===== config.mk =====
export PLATFORM = sky130hd
export DESIGN_NAME = clipped_line_pixel_generator_core
export DESIGN_NICKNAME = d
export VERILOG_FILES = /design/src/design/clpg_pkg.sv /design/src/design/clpg_div.sv /design/src/design/clpg_addr.sv /design/src/design/clipped_line_pixel_generator_core.sv
export SDC_FILE = /design/constraint.sdc
export NUM_CORES = 1
export LEC_CHECK = 0
export BUFFER_PORTS_ARGS = -buffer_cell sky130_fd_sc_hd__buf_2
export CAP_MARGIN = 20
export CORE_UTILIZATION = 45
export CTS_BUF_LIST = sky130_fd_sc_hd__clkbuf_16
export DETAILED_ROUTE_END_ITERATION = 12
export PLACE_DENSITY = 0.6
export SYNTH_ARGS = -nofsm -noshare
export SYNTH_HDL_FRONTEND = slang
export SYNTH_SLANG_ARGS = --single-unit

===== constraint.sdc =====
create_clock -name clk -period 9.6 [get_ports clk]
set_clock_uncertainty 0.05 [all_clocks]
set_input_delay 0.48 -clock clk [delete_from_list [all_inputs] [get_ports clk]]
set_output_delay 0.48 -clock clk [all_outputs]
set_load 0.05 [all_outputs]

===== src/design/clpg_pkg.sv =====
// ----------------------------------------------------------------------------
// clpg_pkg
// Shared types and constants for the clipped line pixel generator.
// ----------------------------------------------------------------------------
package clpg_pkg;

    // Clip limit for the resolution registers
    localparam logic [11:0] MAX_RES = 12'd2048;

    // Configuration register indexes
    localparam logic [1:0] CFG_WIDTH  = 2'd0;
    localparam logic [1:0] CFG_HEIGHT = 2'd1;
    localparam logic [1:0] CFG_BPP    = 2'd2;

    // Line kinds
    localparam logic [1:0] KIND_HORIZONTAL = 2'd0;
    localparam logic [1:0] KIND_VERTICAL   = 2'd1;
    localparam logic [1:0] KIND_SLOPED     = 2'd2;

    // Operation codes
    localparam logic OP_START = 1'b0;
    localparam logic OP_STEP  = 1'b1;

    // Divider: one quotient bit per cycle
    localparam int DIV_STEPS = 16;
    localparam int DIV_CNT_W = $clog2(DIV_STEPS);

    typedef struct packed {
        logic        busy;
        logic [15:0] quotient;
        logic [15:0] remainder;
    } div_status_t;

endpackage


===== src/design/clpg_div.sv =====
// ----------------------------------------------------------------------------
// clpg_div
// Restoring unsigned divider, 16 by 16 bits, one quotient bit per cycle.
// ----------------------------------------------------------------------------
module clpg_div (
    input  logic                 clk,
    input  logic                 rst_n,
    input  logic                 start,
    input  logic [15:0]          dividend,
    input  logic [15:0]          divisor,
    output clpg_pkg::div_status_t status
);

    logic                           busy_reg;
    logic                           busy_next;
    logic [clpg_pkg::DIV_CNT_W-1:0] cnt_reg;
    logic [clpg_pkg::DIV_CNT_W-1:0] cnt_next;
    logic [15:0]                    rem_reg;
    logic [15:0]                    rem_next;
    logic [15:0]                    quo_reg;
    logic [15:0]                    quo_next;
    logic [15:0]                    dvs_reg;
    logic [15:0]                    dvs_next;
    logic [16:0]                    shifted;
    logic [17:0]                    diff;

    assign shifted = {rem_reg, quo_reg[15]};
    assign diff    = {1'b0, shifted} - {2'b00, dvs_reg};

    always_comb
    begin
        busy_next = busy_reg;
        cnt_next  = cnt_reg;
        rem_next  = rem_reg;
        quo_next  = quo_reg;
        dvs_next  = dvs_reg;
        if (start)
        begin
            busy_next = 1'b1;
            cnt_next  = '0;
            rem_next  = '0;
            quo_next  = dividend;
            dvs_next  = divisor;
        end
        else if (busy_reg)
        begin
            // keep the trial difference when it does not borrow
            if (!diff[17])
            begin
                rem_next = diff[15:0];
                quo_next = {quo_reg[14:0], 1'b1};
            end
            else
            begin
                rem_next = shifted[15:0];
                quo_next = {quo_reg[14:0], 1'b0};
            end
            cnt_next = cnt_reg + 1'b1;
            if (cnt_reg == clpg_pkg::DIV_CNT_W'(clpg_pkg::DIV_STEPS - 1))
            begin
                busy_next = 1'b0;
            end
        end
    end

    always_ff @(posedge clk or negedge rst_n)
    begin
        if (!rst_n)
        begin
            busy_reg <= 1'b0;
            cnt_reg  <= '0;
        end
        else
        begin
            busy_reg <= busy_next;
            cnt_reg  <= cnt_next;
        end
    end

    always_ff @(posedge clk)
    begin
        rem_reg <= rem_next;
        quo_reg <= quo_next;
        dvs_reg <= dvs_next;
    end

    assign status.busy      = busy_reg;
    assign status.quotient  = quo_reg;
    assign status.remainder = rem_reg;

endmodule


===== src/design/clpg_addr.sv =====
// ----------------------------------------------------------------------------
// clpg_addr
// Two-step framebuffer address unit: row product, then column add and
// byte scaling.
// ----------------------------------------------------------------------------
module clpg_addr (
    input  logic        clk,
    input  logic        load,
    input  logic [10:0] pix_y,
    input  logic [10:0] pix_x,
    input  logic [11:0] width,
    input  logic [2:0]  bpp,
    output logic [23:0] addr
);

    logic [22:0] prod_reg;
    logic [22:0] prod_next;
    logic [22:0] lin;
    logic [25:0] scaled;

    assign prod_next = {12'd0, pix_y} * {11'd0, width};

    always_ff @(posedge clk)
    begin
        if (load)
        begin
            prod_reg <= prod_next;
        end
    end

    // on-screen pixels keep y*width + x below 2^23
    assign lin    = prod_reg + {12'd0, pix_x};
    assign scaled = {3'd0, lin} * {23'd0, bpp};
    assign addr   = scaled[23:0];

endmodule


===== src/design/clipped_line_pixel_generator_core.sv =====
// ----------------------------------------------------------------------------
// clipped_line_pixel_generator_core
// Line rasterizer: start beats arm a line, step beats on an active line emit one byte write.
// ----------------------------------------------------------------------------
// Step beat: pixel registered, row product in ST_MUL, result in ST_WR once
// the output register is free; input stalls until ST_IDLE. Start beat of a
// sloped line: input stalls in ST_DIV while the divider forms the slope, one
// quotient bit per cycle over 16 iterations. Other beats leave the block in ST_IDLE.
// Reset clears control state; registers return to 1024 x 768, 1 byte/pixel.
module clipped_line_pixel_generator_core (
    input  logic        clk,
    input  logic        rst_n,
    input  logic        cfg_write,
    input  logic [1:0]  cfg_index,
    input  logic [11:0] cfg_data,
    input  logic        in_valid,
    output logic        in_stall,
    input  logic        operation,
    input  logic [15:0] start_x,
    input  logic [15:0] start_y,
    input  logic [15:0] end_x,
    input  logic [15:0] end_y,
    input  logic [7:0]  pixel_color,
    output logic        out_valid,
    input  logic        out_stall,
    output logic        write_enable,
    output logic [23:0] byte_address,
    output logic [7:0]  write_color,
    output logic        line_done
);

    localparam logic [1:0] ST_IDLE = 2'd0;
    localparam logic [1:0] ST_DIV  = 2'd1;
    localparam logic [1:0] ST_MUL  = 2'd2;
    localparam logic [1:0] ST_WR   = 2'd3;

    logic [1:0]  state_reg;
    logic [1:0]  state_next;

    logic [11:0] width_reg;
    logic [11:0] height_reg;
    logic [2:0]  bpp_reg;
    logic [11:0] cfg_sat;

    logic        active_reg;
    logic        active_next;
    logic [1:0]  kind_reg;
    logic [1:0]  kind_next;
    logic [15:0] cur_x_reg;
    logic [15:0] cur_x_next;
    logic [16:0] cur_y_reg;
    logic [16:0] cur_y_next;
    logic [15:0] stop_reg;
    logic [15:0] stop_next;
    logic [16:0] quot_reg;
    logic [16:0] quot_next;
    logic [15:0] srem_reg;
    logic [15:0] srem_next;
    logic [15:0] frac_reg;
    logic [15:0] frac_next;
    logic [15:0] dx_reg;
    logic [15:0] dx_next;
    logic        neg_reg;
    logic        neg_next;
    logic [7:0]  color_reg;
    logic [7:0]  color_next;

    logic [10:0] pix_x_reg;
    logic [10:0] pix_x_next;
    logic [10:0] pix_y_reg;
    logic [10:0] pix_y_next;
    logic        on_reg;
    logic        on_next;
    logic        last_reg;
    logic        last_next;

    logic        ov_reg;
    logic        ov_next;
    logic        we_reg;
    logic [23:0] addr_reg;
    logic [7:0]  wcol_reg;
    logic        done_reg;

    logic        in_take;
    logic        out_take;
    logic        out_free;
    logic        div_start;
    logic [15:0] lx;
    logic [15:0] rx;
    logic [15:0] ly;
    logic [15:0] ry;
    logic [15:0] dy_mag;
    logic        on_scr;
    logic        step_last;
    logic [16:0] rsum;
    logic        carry;
    logic [23:0] addr_calc;

    clpg_pkg::div_status_t div_st;

    assign in_take  = in_valid && !in_stall;
    assign out_take = ov_reg && !out_stall;
    assign out_free = !ov_reg || !out_stall;
    assign in_stall = (state_reg != ST_IDLE);

    // configuration
    assign cfg_sat = (cfg_data > clpg_pkg::MAX_RES) ? clpg_pkg::MAX_RES : cfg_data;

    always_ff @(posedge clk or negedge rst_n)
    begin
        if (!rst_n)
        begin
            width_reg  <= 12'd1024;
            height_reg <= 12'd768;
            bpp_reg    <= 3'd1;
        end
        else if (cfg_write)
        begin
            case (cfg_index)
                clpg_pkg::CFG_WIDTH:  width_reg  <= cfg_sat;
                clpg_pkg::CFG_HEIGHT: height_reg <= cfg_sat;
                clpg_pkg::CFG_BPP:    bpp_reg    <= cfg_data[2:0];
                default:              ;
            endcase
        end
    end

    // left and right endpoints of a sloped line
    assign lx = (start_x > end_x) ? end_x : start_x;
    assign rx = (start_x > end_x) ? start_x : end_x;
    assign ly = (start_x > end_x) ? end_y : start_y;
    assign ry = (start_x > end_x) ? start_y : end_y;
    assign dy_mag = (ry < ly) ? (ly - ry) : (ry - ly);

    assign div_start = in_take && (operation == clpg_pkg::OP_START)
                       && (start_y != end_y) && (start_x != end_x);

    clpg_div u_div (
        .clk      (clk),
        .rst_n    (rst_n),
        .start    (div_start),
        .dividend (dy_mag),
        .divisor  (rx - lx),
        .status   (div_st)
    );

    // current pixel
    assign on_scr = ({4'd0, width_reg} > cur_x_reg) && ({5'd0, height_reg} > cur_y_reg);
    assign rsum   = {1'b0, srem_reg} + {1'b0, frac_reg};
    assign carry  = (rsum >= {1'b0, dx_reg});

    always_comb
    begin
        case (kind_reg)
            clpg_pkg::KIND_HORIZONTAL: step_last = ({1'b0, cur_x_reg} + 17'd1) == {1'b0, stop_reg};
            clpg_pkg::KIND_VERTICAL:   step_last = (cur_y_reg + 17'd1) == {1'b0, stop_reg};
            default:                   step_last = (cur_x_reg == stop_reg);
        endcase
    end

    always_comb
    begin
        state_next  = state_reg;
        active_next = active_reg;
        kind_next   = kind_reg;
        cur_x_next  = cur_x_reg;
        cur_y_next  = cur_y_reg;
        stop_next   = stop_reg;
        quot_next   = quot_reg;
        srem_next   = srem_reg;
        frac_next   = frac_reg;
        dx_next     = dx_reg;
        neg_next    = neg_reg;
        color_next  = color_reg;
        pix_x_next  = pix_x_reg;
        pix_y_next  = pix_y_reg;
        on_next     = on_reg;
        last_next   = last_reg;
        ov_next     = out_take ? 1'b0 : ov_reg;

        case (state_reg)
            ST_IDLE:
            begin
                if (in_take && (operation == clpg_pkg::OP_START))
                begin
                    color_next  = pixel_color;
                    active_next = 1'b1;
                    quot_next   = '0;
                    srem_next   = '0;
                    frac_next   = '0;
                    dx_next     = '0;
                    if (start_y == end_y)
                    begin
                        kind_next  = clpg_pkg::KIND_HORIZONTAL;
                        cur_y_next = {1'b0, start_y};
                        cur_x_next = (start_x < end_x) ? start_x : end_x;
                        stop_next  = (start_x < end_x) ? end_x : start_x;
                        // empty run when both endpoints coincide
                        if (start_x == end_x)
                        begin
                            active_next = 1'b0;
                        end
                    end
                    else if (start_x == end_x)
                    begin
                        kind_next  = clpg_pkg::KIND_VERTICAL;
                        cur_x_next = start_x;
                        cur_y_next = {1'b0, (start_y < end_y) ? start_y : end_y};
                        stop_next  = (start_y < end_y) ? end_y : start_y;
                    end
                    else
                    begin
                        kind_next  = clpg_pkg::KIND_SLOPED;
                        cur_x_next = lx;
                        cur_y_next = {1'b0, ly};
                        stop_next  = rx;
                        dx_next    = rx - lx;
                        neg_next   = (ry < ly);
                        state_next = ST_DIV;
                    end
                end
                else if (in_take && active_reg)
                begin
                    pix_x_next = cur_x_reg[10:0];
                    pix_y_next = cur_y_reg[10:0];
                    on_next    = on_scr;
                    last_next  = step_last;
                    if (step_last)
                    begin
                        active_next = 1'b0;
                    end
                    case (kind_reg)
                        clpg_pkg::KIND_HORIZONTAL:
                        begin
                            cur_x_next = cur_x_reg + 16'd1;
                        end
                        clpg_pkg::KIND_VERTICAL:
                        begin
                            cur_y_next = cur_y_reg + 17'd1;
                        end
                        default:
                        begin
                            cur_x_next = cur_x_reg + 16'd1;
                            cur_y_next = cur_y_reg + quot_reg + {16'd0, carry};
                            srem_next  = carry ? 16'(rsum - {1'b0, dx_reg}) : rsum[15:0];
                        end
                    endcase
                    state_next = ST_MUL;
                end
            end
            ST_DIV:
            begin
                if (!div_st.busy)
                begin
                    // floor division: fold the sign back in
                    if (neg_reg && (div_st.remainder != 16'd0))
                    begin
                        quot_next = ~{1'b0, div_st.quotient};
                        frac_next = dx_reg - div_st.remainder;
                    end
                    else if (neg_reg)
                    begin
                        quot_next = 17'd0 - {1'b0, div_st.quotient};
                        frac_next = div_st.remainder;
                    end
                    else
                    begin
                        quot_next = {1'b0, div_st.quotient};
                        frac_next = div_st.remainder;
                    end
                    state_next = ST_IDLE;
                end
            end
            ST_MUL:
            begin
                state_next = ST_WR;
            end
            ST_WR:
            begin
                // hold until the output register is free
                if (out_free)
                begin
                    ov_next    = 1'b1;
                    state_next = ST_IDLE;
                end
            end
            default:
            begin
                state_next = ST_IDLE;
            end
        endcase
    end

    clpg_addr u_addr (
        .clk   (clk),
        .load  (state_reg == ST_MUL),
        .pix_y (pix_y_reg),
        .pix_x (pix_x_reg),
        .width (width_reg),
        .bpp   (bpp_reg),
        .addr  (addr_calc)
    );

    always_ff @(posedge clk or negedge rst_n)
    begin
        if (!rst_n)
        begin
            state_reg  <= ST_IDLE;
            active_reg <= 1'b0;
            kind_reg   <= clpg_pkg::KIND_HORIZONTAL;
            ov_reg     <= 1'b0;
        end
        else
        begin
            state_reg  <= state_next;
            active_reg <= active_next;
            kind_reg   <= kind_next;
            ov_reg     <= ov_next;
        end
    end

    always_ff @(posedge clk)
    begin
        cur_x_reg <= cur_x_next;
        cur_y_reg <= cur_y_next;
        stop_reg  <= stop_next;
        quot_reg  <= quot_next;
        srem_reg  <= srem_next;
        frac_reg  <= frac_next;
        dx_reg    <= dx_next;
        neg_reg   <= neg_next;
        color_reg <= color_next;
        pix_x_reg <= pix_x_next;
        pix_y_reg <= pix_y_next;
        on_reg    <= on_next;
        last_reg  <= last_next;
        if ((state_reg == ST_WR) && out_free)
        begin
            we_reg   <= on_reg;
            addr_reg <= on_reg ? addr_calc : 24'd0;
            wcol_reg <= color_reg;
            done_reg <= last_reg;
        end
    end

    assign out_valid    = ov_reg;
    assign write_enable = we_reg;
    assign byte_address = addr_reg;
    assign write_color  = wcol_reg;
    assign line_done    = done_reg;

endmodule


* Word-level counts from Yosys, hierarchy flattened *
Cells that the tools add are included.

word-level totals
  flip-flop bits (word level) = 290
  bits of input ports = 92
  output and inout bits = 36
  logic and storage cells = 180

cells by class
  $add $sub $neg = 15
  $mul = 2
  order comparisons = 8
  eq/ne operators = 23
  multiplexer cells = 61
  bitwise logic cells = 5
  reductions and logical operators = 36

operators with widths
  kind                                                                 count
  16-bit two-way mux                                                   27
  17-bit two-way mux                                                   6
  16-bit subtractor                                                    5
  17-bit one-hot mux with 2 select lines                               2
  16-bit == test                                                       3
  16-bit less-than comparator                                          3
  17-bit by 16-bit == test with 1-bit output                           2
  16-bit inequality test                                               2
  16-bit one-hot mux with 2 select lines                               1
  23-bit by 3-bit multiplier with 24-bit output                        1
  23-bit by 11-bit adder with 23-bit output                            1
  11-bit by 12-bit multiplier with 23-bit output                       1
  3-bit AND reduction                                                  6
  17-bit by 16-bit subtractor with 18-bit output                       1
  16-bit by 1-bit adder with 17-bit output, second input constant      1
  16-bit by 16-bit adder with 17-bit output                            1
  17-bit by 1-bit adder with 17-bit output                             1
  17-bit by 1-bit adder with 17-bit output, second input constant      1
  17-bit adder                                                         1
  17-bit by 16-bit greater-or-equal comparator with 1-bit output       1
  12-bit by 17-bit greater-than comparator with 1-bit output           1
  16-bit inverter with 17-bit output                                   1
  1-bit by 16-bit subtractor with 17-bit output, first input constant  1
  16-bit by 1-bit adder with 16-bit output, second input constant      1
  other kinds (27)                                                     79

* Logic depth before layout (Yosys ltp) *
Gate-level depths: netlist of run 1.

  depth after elaboration = 7
  mapped depth = 35
  depth with buffers taken out = 33

* Cells and area by module *
From an unflattened synthesis of run 1, not the netlist that was laid out.

unflattened totals
  cell total of the unflattened synthesis = 3072
  area total of the unflattened synthesis = 27443.8 µm²

modules (own cells, without submodules)
  module                             times used  cells an instance  area each (µm²)  sequential area each (µm²)
  clipped_line_pixel_generator_core  1           1900               16873.7          6266.0
  clpg_addr                          1           886                7541.0           690.7
  clpg_div                           1           286                3029.2           1406.3

* Worst setup path after synthesis of run 1 *
OpenSTA, ideal clock, no wires.

  path kind = register to register
  from = register srem_reg[0]
  to = register cur_y_reg[16] (data pin)
  setup time = 0.266 ns
  arrival = 6.905 ns
  data required time = 9.284 ns
  setup slack = 2.379 ns
  stages on the path, launching flop included = 34
  path buffers = 2
  clock period less this slack = 7.221 ns
  cells stage by stage = edfxtp_1 -> ha_1 -> fa_1 -> a21o_1 -> a21oi_1 -> nor2b_1 -> o21a_1 -> o21ai_1 -> nand2b_1 -> a21oi_1 -> o21bai_1 -> a21oi_1 -> xnor2_1 -> ha_1 -> o41ai_1 -> o21ai_0 -> and2_1 -> nand2b_1 -> buf_2 -> buf_1 -> fa_1 -> a21oi_1 -> o21bai_1 -> a21oi_1 -> o21bai_1 -> a21oi_1 -> o21ai_0 -> o41ai_1 -> o21ai_0 -> o41ai_1 -> xnor2_1 -> a21oi_1 -> xor2_1 -> nor2_1

on the way
  longest elaborated chain between the ends = 6

RTL lines
  item                                                            RTL line                                  RTL
  from (decl)                                                     clipped_line_pixel_generator_core.sv:57   logic [15:0] srem_reg;
  from (signal assigned)                                          clipped_line_pixel_generator_core.sv:328  srem_reg <= srem_next;
  16-bit by 16-bit adder with 17-bit output                       clipped_line_pixel_generator_core.sv:149  assign rsum = {1'b0, srem_reg} + {1'b0, frac_reg};
  17-bit by 16-bit greater-or-equal comparator with 1-bit output  clipped_line_pixel_generator_core.sv:150  assign carry = (rsum >= {1'b0, dx_reg});
  17-bit by 1-bit adder with 17-bit output                        clipped_line_pixel_generator_core.sv:244  cur_y_next = cur_y_reg + quot_reg + {16'd0, carry};
  17-bit one-hot mux with 2 select lines                          clipped_line_pixel_generator_core.sv:232  case (kind_reg)
  17-bit two-way mux                                              clipped_line_pixel_generator_core.sv:222  else if (in_take && active_reg)
  17-bit two-way mux                                              clipped_line_pixel_generator_core.sv:184  if (in_take && (operation == clpg_pkg::OP_START))
  to (signal assigned)                                            clipped_line_pixel_generator_core.sv:325  cur_y_reg <= cur_y_next;
  to (decl)                                                       clipped_line_pixel_generator_core.sv:51   logic [16:0] cur_y_reg;

Every way passes these cells. The select of a mux whose other input is x is not followed.
A chain may end at the register's enable or synchronous reset.

* Final worst setup path of run 1 *
Ends and elaborated chain as after synthesis.

==> flow_summary.toml, run 1 <==
[run_status]
status = "finished clean"

[global_route]
grt_max_degree = 87
grt_pass1_wl_um = 117000
overflow = 0
grt_pass1_vias = 21600
grt.total_usage_pct = 24.6
antenna_found_initial = 3

[floorplanning]
start_util_pct = 45.5
rows = 89
fp.dieH_um = 246
io_pins = 128
die_area_mm2 = 0.0606
core_area_mm2 = 0.0590
die-width_um = 246

[power_and_ir_drop]
power.leakage_nw = 13.1
internal_power_mw = 5.47
p_comb_share_pct = 59.9
pwr-share-clk_pct = 15.0
peakVddDrop_mv = 0.161
pwr_density_cell_mw_per_mm2 = 335
p_switching_mw = 4.42
finalPower_mw = 9.89
swShare_pct = 44.7
seqPwrFrac_pct = 25.1

[sta]
fin_crit_ns = 8.03
tightest_slew_ns = 1.19
slew_headroom_pct = 20.9
final.setup.tns_ns = 0
hold_viol = 0
max_freq_mhz = 125
rsz0062_at_grt = "no"
fin_crit_sh_pct = 83.6
maxSlewViolCount = 0
setup_viol = 0

[clock_network]
cts_setup_buffers = 0
ctsHtreeMaxLevel = 2
clkTransAtPathRegs_ns = 0.07
cts_resized = 0
cts_root_buf = "clkbuf_16"
cts_hold_buf = 0
tritoncts = "built"
clk_latency_ns = 0.57
max-clock-path-buffers = 3
clock-sinks = 290
cts_buffers = 37

[routing]
vias = 21900
drc_errors = 0
avgViaCountPerCell = 5.64
wl_per_cell_um = 19.3
ant_nets = 0
totalWireLength_um = 74800
drt_iter0_drc = 1448
drtPass1Iterations = 5

[setup_path]
critPathKind = "flip-flop to flip-flop"
cpMostUsedCell = "a21oi_1"
regToRegEndpoint = "cur_y_reg[16]"
cp-endpoint = "cur_y_reg[16]"
regToRegStartpoint = "srem_reg[0]"
cpPeakStageDelay_ns = 0.68
worstPathRequired_ns = 9.84
start_kind = "flip-flop"
slowest_stage = "o41ai_1"
crit_start = "srem_reg[0]"
reg2reg_slack_ns = 1.57
crit_arrival_ns = 8.27
crit_path_end_kind = "flip-flop"
cpLargestDelayFamily = "compound AO/OA/AOI/OAI gates"
cp_max_fo = 4
critical_path_depth = 32
reg2reg_depth = 32
path_buf_inv = 0

[synthesis]
synth_cell_types = 91
avgSynthCellArea_um2 = 8.93
synthFlopType = "edfxtp_1"
yosysSeqAreaShare_pct = 31.2
ys_ff_latch = 290
async_flop_share_pct = 13.1
syn_area_mm2 = 0.0268
syn_inst = 3004
syn_nets = 3448
synth-edff-count = 236
ys.warnings.count = 0

[job]
max_cap_violations = 0

[place]
gp_congestion = 0.890
io_buffers = 127
hpwl_um = 58700

[layout]
largest_reg_flops = 24
syn_to_final_growth_pct = 9.91
drive_gt1_share_pct = 8.96
nNetsFinal = 3518
fillCellCount = 5561

[worst_hold_path]
hp-class = "input pin to asynchronous set/reset pin"
-- per-layer routing --
layer,routed length (um),part of all wire [%],global-route usage (%)
met2,36000,48,41.6
met1,32500,43,31.6
met5,13,0.017,0
met4,2810,3.8,10.0
met3,3480,4.6,2.93
-- layout by cell type, fill, tap and decap left out, drive strengths merged, types with 23 or more instances in the layout --
master | netlist | final
fa | 117 | 117
nor2 | 217 | 217
nor3 | 61 | 61
dfrtp | 34 | 34
mux2i | 73 | 73
buf | 24 | 152
mux2 | 27 | 27
a21oi | 200 | 200
edfxtp | 236 | 236
inv | 308 | 317
nor2b | 38 | 38
and3 | 23 | 23
xor2 | 53 | 53
nand3 | 48 | 48
nand2b | 48 | 48
a21o | 36 | 36
and2 | 106 | 106
nand2 | 340 | 340
a211oi | 31 | 31
nand4 | 29 | 29
xnor2 | 141 | 141
or3 | 26 | 26
o21ai | 199 | 199
ha | 235 | 235
clkbuf | 97 | 41
-- worst register-to-register path: cells and delay by family (launching register included) --
family                     cells  cell delay, ns
DFF                            1            0.37
adders and majority gates      4            1.44
and+or+nand+nor                5            0.51
xor gates and xnor gates       3            0.46
AOI/OAI and AO/OA             20            4.92
-- layout make-up --
type | instances | area, um^2 | share of cell area [%]
clock buffers | 41 | 1030 | 3.48
inverters | 308 | 1160 | 3.92
clock inverters | 25 | 287 | 0.971
well taps | 773 | 967 | 3.28
repair buffers | 152 | 851 | 2.88
diodes | 1 | 2.50 | 0.00848
flip-flops and latches | 290 | 8360 | 28.4
multi-input cells | 2285 | 16800 | 57.1
-- cell usage after synthesis (9+ instances only) --
cell	instances	area, um^2
clkbuf_1	97	364
a21o_1	36	270
o211ai_1	11	82.6
xnor2_1	141	1230
dfrtp_1	34	851
fa_1	117	2340
buf_2	9	45.0
and2_1	104	651
and3_1	23	144
nor2_1	215	807
or3_1	26	163
o21ai_1	22	110
ha_1	235	2940
dfxtp_1	16	320
or2_2	12	75.1
inv_1	308	1160
nand2b_1	48	300
a211oi_1	28	210
o21ai_0	177	886
o21a_1	22	165
nand2_1	339	1270
nor2b_1	38	238
nor3_1	60	300
a21oi_1	199	996
edfxtp_1	236	7090
xor2_1	53	464
nor4_1	10	62.6
o21bai_1	15	113
o22ai_1	16	100
mux2i_1	73	731
mux2_2	27	304
a21boi_0	14	105
nand4_1	27	169
a31oi_1	14	87.6
nand3_1	48	240
o31ai_1	10	75.1
-- worst min-delay path by stage --
stage,start,endpoint,slack (ns),cells after the start
2_1_floorplan,rst_n,active_reg,0.13,0
3_3_place_gp,color_reg[1],write_color[1],0.36,0
3_5_place_dp,color_reg[4],write_color[4],0.36,0
4_1_cts,pixel_color[5],color_reg[5],0.008,1
5_1_grt,pixel_color[3],color_reg[3],0.02,1
6_report,rst_n,width_reg[1],0.009,1
-- through the flow --
stage               cell area [um^2]  setup slack (ns)  utilization [%]  hold WS, ns  std cells
global placement               28100              1.65             47.7        0.358       3806
floorplan                      26800              2.38                -        0.134       3004
finish                         29500              1.57             50.0      0.00909       3875
detailed placement             28100              1.51             47.7        0.356       3806
CTS                            29500              1.46             49.9      0.00789       3872
global route                   29500             0.783             50.0       0.0249       3875
-- power groups by stage --
stage               Sequential (mW)  Combinational (mW)  Clock, mW
floorplan                      2.37                4.59          0
global placement               2.49                5.78          0
CTS                            2.48                5.96       1.52
finish                         2.48                5.93       1.49
global route                   2.53                6.69       1.57
detailed placement             2.50                5.91          0
-- kinds of logic (layout without fill, tap and decap cells) --
group	count (synthesis)	in the layout	share of synthesized area [%]
buffers and inverters	429	526	6.22
multiplexers	100	100	3.86
AND/OR/NAND/NOR	989	989	17.8
other	0	1	0
AO/OA/AOI/OAI	650	650	15.0
flip-flops	290	290	31.2
adder cells (fa/ha/maj)	352	352	19.7
XOR/XNOR	194	194	6.33
Power figures use the tool's default switching activity.
==> run 2: changes to the inputs <==
--- a/config.mk
+++ b/config.mk
@@ -5,12 +5,13 @@
 export SDC_FILE = /design/constraint.sdc
 export NUM_CORES = 1
 export LEC_CHECK = 0
+export ABC_AREA = 1
 export BUFFER_PORTS_ARGS = -buffer_cell sky130_fd_sc_hd__buf_2
 export CAP_MARGIN = 20
 export CORE_UTILIZATION = 45
 export CTS_BUF_LIST = sky130_fd_sc_hd__clkbuf_16
 export DETAILED_ROUTE_END_ITERATION = 12
-export PLACE_DENSITY = 0.6
+export PLACE_DENSITY = 0.63
 export SYNTH_ARGS = -nofsm -noshare
 export SYNTH_HDL_FRONTEND = slang
 export SYNTH_SLANG_ARGS = --single-unit
==> constraint.sdc (replaced) <==
create_clock -name clk -period 7.2 [get_ports clk]
set_clock_uncertainty 0.05 [all_clocks]
set_input_delay 0.36 -clock clk [delete_from_list [all_inputs] [get_ports clk]]
set_output_delay 0.36 -clock clk [all_outputs]
set_load 0.05 [all_outputs]
==> run 2 against run 1 <==
Net effect: global-route usage is 2.4 points higher; hold slack better by 0.055 ns; sequential power is 30% higher; design area is 5.2% higher; die area is 5.3% higher; first-iteration DRC count is 57% higher.
==> flow_summary.toml, run 2 <==
[synthesis]
avgSynthCellArea_um2 = 7.47
synth-edff-count = 236
yosysSeqAreaShare_pct = 29.6
synth_top_area_share_pct = 25.1
yosysMostFrequentCell = "nand2_1"
ys.warnings.count = 0
synthFlopType = "edfxtp_1"
ys_ff_latch = 290
syn_nets = 4229
syn_inst = 3785
async_flop_share_pct = 13.1
synth_top_area_cell = "edfxtp_1"
syn_area_mm2 = 0.0283
synthTopCellsByArea = "edfxtp_1 (25%), nand2_1 (14%), ha_1 (10%), fa_1 (8.3%), inv_1 (7.9%)"
synthTopCellsByCount = "nand2_1 (1023), inv_1 (598), o21ai_0 (278)"
synth_cell_types = 66

[layout]
layout_commonest_cell = "nand2_1"
antenna-diode-count = 0
drive_gt1_share_pct = 6.49
final_cell_mix = "nand2_1 (1023), inv_1 (607), o21ai_0 (274)"
largest_reg_flops = 24
syn_to_final_growth_pct = 9.76
nNetsFinal = 4315
fillCellCount = 6266
fin_util_pct = 50.1

[sta]
fin_crit_sh_pct = 89.8
final.setup.tns_ns = 0
worst_slack_ns = 0.733
max_freq_mhz = 155
tightest_slew_ns = 1.05
slew_headroom_pct = 29.8
hold_viol = 0
setup_viol = 0
fin_hold_ws_ns = 0.0638
maxSlewViolCount = 0
rsz0062_at_grt = "no"
fin_crit_ns = 6.47

[run_status]
status = "finished clean"

[routing]
ant_nets = 0
drtPass1Iterations = 6
totalWireLength_um = 86100
avgViaCountPerCell = 5.36
wl_per_cell_um = 18.2
drc_errors = 0
drt_iter0_drc = 2268
vias = 25400

[clock_network]
cts_setup_buffers = 0
cts_hold_buf = 10
tritoncts = "built"
cts_buffers = 37
clock-sinks = 290
clkTransAtPathRegs_ns = 0.06
cts_root_buf = "clkbuf_16"
cts_resized = 0
max-clock-path-buffers = 3
ctsHtreeMaxLevel = 2
clk_latency_ns = 0.56

[floorplanning]
die-width_um = 253
core_area_mm2 = 0.0619
rows = 91
fp.dieH_um = 253
die_area_mm2 = 0.0638
start_util_pct = 45.6
io_pins = 128

[place]
hpwl_um = 68400
gp_congestion = 0.968
dp_slack_ns = 0.837
io_buffers = 127

[setup_path]
slowest_stage = "a21oi_1"
critPathKind = "flip-flop to flip-flop"
cpLargestDelayFamily = "simple AND/OR/NAND/NOR gates"
cp_max_fo = 30
path_buf_inv = 2
start_kind = "flip-flop"
crit_start = "srem_reg[0]"
regToRegEndpoint = "cur_y_reg[12]"
crit_path_end_kind = "flip-flop"
regToRegStartpoint = "srem_reg[0]"
critical_path_depth = 44
reg2reg_depth = 44
cp-endpoint = "cur_y_reg[12]"
cpMostUsedCell = "nand2_1"
cpPeakStageDelay_ns = 0.48
reg2reg_slack_ns = 0.73
worstPathRequired_ns = 7.52
crit_arrival_ns = 6.79

[power_and_ir_drop]
p_comb_share_pct = 61.2
internal_power_mw = 6.83
pwr_density_cell_mw_per_mm2 = 429
peakVddDrop_mv = 0.223
pwr-share-clk_pct = 14.5
seqPwrFrac_pct = 24.3
power.leakage_nw = 15.5
swShare_pct = 48.8
finalPower_mw = 13.3
p_switching_mw = 6.50

[global_route]
grt_pass1_vias = 24100
grt.total_usage_pct = 27.0
overflow = 0
grt_max_degree = 72
antenna_found_initial = 1
grt_pass1_wl_um = 134000

[job]
max_cap_violations = 0

[worst_hold_path]
min_from = "cfg_data[11]"
hp-class = "input pin to flip-flop"
-- run 2: cell count changes in the layout (fill, tap and decap cells not counted), moves of 29 or more --
| cell | change |
|---|---|
| xnor2_1 | -100 |
| nand2_1 | +684 |
| o21ai_0 | +101 |
| and2_1 | -101 |
| o211ai_1 | +43 |
| a21oi_1 | +55 |
| nor3_1 | -32 |
| nor2b_1 | -37 |
| inv_1 | +295 |
| nand2b_1 | -47 |
| nand3_1 | +125 |
| mux2i_1 | -73 |
| o221ai_1 | +29 |
| xor2_1 | +51 |
-- run 2: how the worst min path moves through the flow --
stage | endpoint | slack [ns] | depth (start not counted)
5_1_grt | width_reg[7] | 0.10 | 3
4_1_cts | width_reg[10] | 0.05 | 4
2_1_floorplan | active_reg | 0.01 | 0
6_report | width_reg[10] | 0.06 | 4
3_3_place_gp | write_color[5] | 0.35 | 0
3_5_place_dp | line_done | 0.35 | 0
-- run 2: cell families (layout without fill, tap and decap cells) --
| group | after synthesis | after routing | synth area share, % |
|---|---|---|---|
| and+or+nand+nor | 1522 | 1522 | 22.2 |
| AOI/OAI and AO/OA | 747 | 747 | 15.0 |
| buffers and inverters | 728 | 843 | 10.0 |
| adders and majority gates | 352 | 352 | 18.7 |
| DFF | 290 | 290 | 29.6 |
| xor gates and xnor gates | 146 | 146 | 4.55 |
-- run 2: final cells by class --
| type | count | area [um^2] | share of cell area, % |
|---|---|---|---|
| Timing Repair Buffer | 163 | 951 | 3.06 |
| Clock buffer | 38 | 951 | 3.06 |
| Sequential cell | 290 | 8360 | 27.0 |
| Multi-Input combinational cell | 2767 | 17100 | 55.1 |
| Inverter | 612 | 2300 | 7.40 |
| Clock inverter | 30 | 309 | 0.996 |
| Tap cell | 837 | 1050 | 3.38 |
-- run 2: routing by layer --
layer | vias up | GRT usage, % | share of wire, %
li1 | 12700 | - | -
met1 | 11800 | 36.0 | 44
met2 | 768 | 44.2 | 46
met3 | 140 | 3.38 | 6.3
met4 | 2 | 11.1 | 4.1
met5 | - | 0 | 0.016
-- run 2: per-stage QoR --
step                      std cells  area, um^2
after floorplan                3785       28300
after global placement         4658       29600
after detailed placement       4659       29700
after CTS                      4737       31000
after global routing           4737       31000
final                          4737       31000
-- run 2: worst reg2reg max path: cells and delay by family, from the launching register on --
family | cells | cell delay [ns]
simple gates | 29 | 2.40
compound gates | 9 | 1.74
fa+ha+maj | 4 | 1.41
flops | 1 | 0.36
buf+inv | 2 | 0.31
-- run 2: power groups by stage --
stage                     combinational (mW)  clock, mW  sequential, mW
after detailed placement                8.11          0            3.25
final                                   8.15       1.94            3.23
after CTS                               8.17       1.97            3.23
after floorplan                         5.94          0            3.30
after global routing                    9.24       2.03            3.30
after global placement                  8.03          0            3.25
==> run 3: changes to the inputs <==
--- a/config.mk
+++ b/config.mk
@@ -12,6 +12,7 @@
 export CTS_BUF_LIST = sky130_fd_sc_hd__clkbuf_16
 export DETAILED_ROUTE_END_ITERATION = 12
 export PLACE_DENSITY = 0.63
+export RECOVER_POWER = 25
 export SYNTH_ARGS = -nofsm -noshare
 export SYNTH_HDL_FRONTEND = slang
 export SYNTH_SLANG_ARGS = --single-unit
==> run 3 against run 2 <==
Net effect: the run now ends with max-capacitance violations, max-slew violations left; utilization is 0.056 points lower; hold slack hardly changed; maximum frequency hardly changed; cell count stayed put; largest cell class unchanged; count of clock-buffer cells in the layout stayed put; critical path depth stayed put; highest routed layer unchanged; total power hardly changed; critical endpoint unchanged; design area is 0.11% lower; sequential share of layout area hardly changed; first-iteration DRC count is 0.49% higher; sequential power hardly changed; via count hardly changed.
==> flow_summary.toml, run 3 (synthesis gave the netlist of run 2 again) <==
[run_status]
status = "complete, but fails checks"
violations = "max-capacitance violations, max-slew violations"

[job]
max_cap_violations = 1

[sta]
setup_viol = 0
hold_viol = 0
fin_crit_sh_pct = 89.8
rsz0062_at_grt = "no"
tightest_slew_ns = 2.44
slew_headroom_pct = -62.5
fin_crit_ns = 6.47
fin_hold_ws_ns = 0.0640
final.setup.tns_ns = 0
max_freq_mhz = 155
maxSlewViolCount = 39

[power_and_ir_drop]
p_comb_share_pct = 61.1
internal_power_mw = 6.81
finalPower_mw = 13.3
swShare_pct = 48.8
seqPwrFrac_pct = 24.3
power.leakage_nw = 15.4
peakVddDrop_mv = 0.223
p_switching_mw = 6.50
pwr_density_cell_mw_per_mm2 = 429
pwr-share-clk_pct = 14.5

[place]
gp_congestion = 0.968
io_buffers = 127
hpwl_um = 68400

[floorplanning]
io_pins = 128
start_util_pct = 45.6
die-width_um = 253
fp.dieH_um = 253
rows = 91
core_area_mm2 = 0.0619
die_area_mm2 = 0.0638

[clock_network]
cts_buffers = 37
max-clock-path-buffers = 3
clk_latency_ns = 0.56
clock-sinks = 290
cts_resized = 0
clkTransAtPathRegs_ns = 0.06
tritoncts = "built"
ctsHtreeMaxLevel = 2
cts_root_buf = "clkbuf_16"

[routing]
vias = 25400
avgViaCountPerCell = 5.35
drc_errors = 0
drt_iter0_drc = 2279
ant_nets = 0
wl_per_cell_um = 18.2
totalWireLength_um = 86100
drtPass1Iterations = 6

[global_route]
grt_max_degree = 72
antenna_found_initial = 1
grt.total_usage_pct = 27.0
grt_pass1_vias = 24100
overflow = 0
grt_pass1_wl_um = 134000

[layout]
largest_reg_flops = 24
syn_to_final_growth_pct = 9.64
fillCellCount = 6273
nNetsFinal = 4315
final-seq-area_mm2 = 0.00836
antenna-diode-count = 0
final_cell_mix = "nand2_1 (1023), inv_1 (607), o21ai_0 (274)"
layout_commonest_cell = "nand2_1"
drive_gt1_share_pct = 5.79
multi_input_comb_area_mm2 = 0.0171

[setup_path]
reg2reg_depth = 44
reg2reg_slack_ns = 0.73
regToRegStartpoint = "srem_reg[0]"
critPathKind = "flip-flop to flip-flop"
worstPathRequired_ns = 7.52
crit_start = "srem_reg[0]"
cp-endpoint = "cur_y_reg[12]"
crit_arrival_ns = 6.79
regToRegEndpoint = "cur_y_reg[12]"
slowest_stage = "a21oi_1"
cpPeakStageDelay_ns = 0.48
cp_max_fo = 30
cpMostUsedCell = "nand2_1"
start_kind = "flip-flop"
crit_path_end_kind = "flip-flop"

[worst_hold_path]
hp-class = "input pin to flip-flop"
==> run 3: changes by cell type in the layout (fill, tap and decap cells not counted) <==
cell,before,now
clkbuf_1,0,26
buf_2,127,102
buf_4,25,24
dfstp_1,0,1
dfstp_2,4,3
==> run 3: routing by layer <==
layer	vias to the layer above	share of wire, %	wire, um	GRT usage (%)
met2	773	46	39300	44.2
met4	2	4.0	3470	11.1
li1	12700	-	-	-
met3	138	6.4	5480	3.38
met1	11800	44	37800	36.0
met5	-	0.016	14	0
==> run 3: worst min path at each step <==
stage | start | to | slack [ns] | depth (start not counted)
floorplan | rst_n | active_reg | 0.01 | 0
global placement | color_reg[5] | write_color[5] | 0.35 | 0
detailed placement | last_reg | line_done | 0.35 | 0
CTS | cfg_data[11] | width_reg[10] | 0.05 | 4
global route | cfg_data[7] | width_reg[7] | 0.10 | 3
finish | cfg_data[11] | width_reg[10] | 0.06 | 4
==> run 3: final cells by class <==
cell class | count | share of cell area, %
Multi-Input combinational cell | 2767 | 55.2
Sequential cell | 290 | 27.0
Inverter | 612 | 7.41
Tap cell | 837 | 3.38
Clock buffer | 38 | 3.07
Timing Repair Buffer | 163 | 2.96
Clock inverter | 30 | 0.997
==> run 3: worst max-delay path, delay by kind of cell (launching register included) <==
kind            cells  cell delay, ns
buf+inv             2            0.31
compound gates      9            1.74
flops               1            0.36
simple gates       29            2.39
fa+ha+maj           4            1.40
==> run 3: what timing repair did <==
| item | in CTS | in global routing |
|---|---|---|
| setup buffers | 0 | 0 |
| hold endpoints to repair | 43 | 0 |
| hold buffers | 10 | 0 |
==> run 3: through the flow <==
| step | instances | setup WS [ns] | util, % | instance area [um^2] |
|---|---|---|---|---|
| floorplan | 3785 | 1.70 | - | 28300 |
| global placement | 4658 | 0.969 | 47.9 | 29600 |
| detailed placement | 4659 | 0.837 | 47.9 | 29700 |
| CTS | 4737 | 0.773 | 50.1 | 31000 |
| global route | 4737 | 0.0598 | 50.0 | 31000 |
| finish | 4737 | 0.732 | 50.0 | 31000 |
==> run 3: power by group through the flow <==
stage	Combinational, mW	Clock [mW]	Sequential, mW
5_1_grt	9.22	2.03	3.30
6_report	8.14	1.94	3.24
3_3_place_gp	8.03	0	3.25
3_5_place_dp	8.11	0	3.25
4_1_cts	8.17	1.97	3.23
2_1_floorplan	5.94	0	3.30
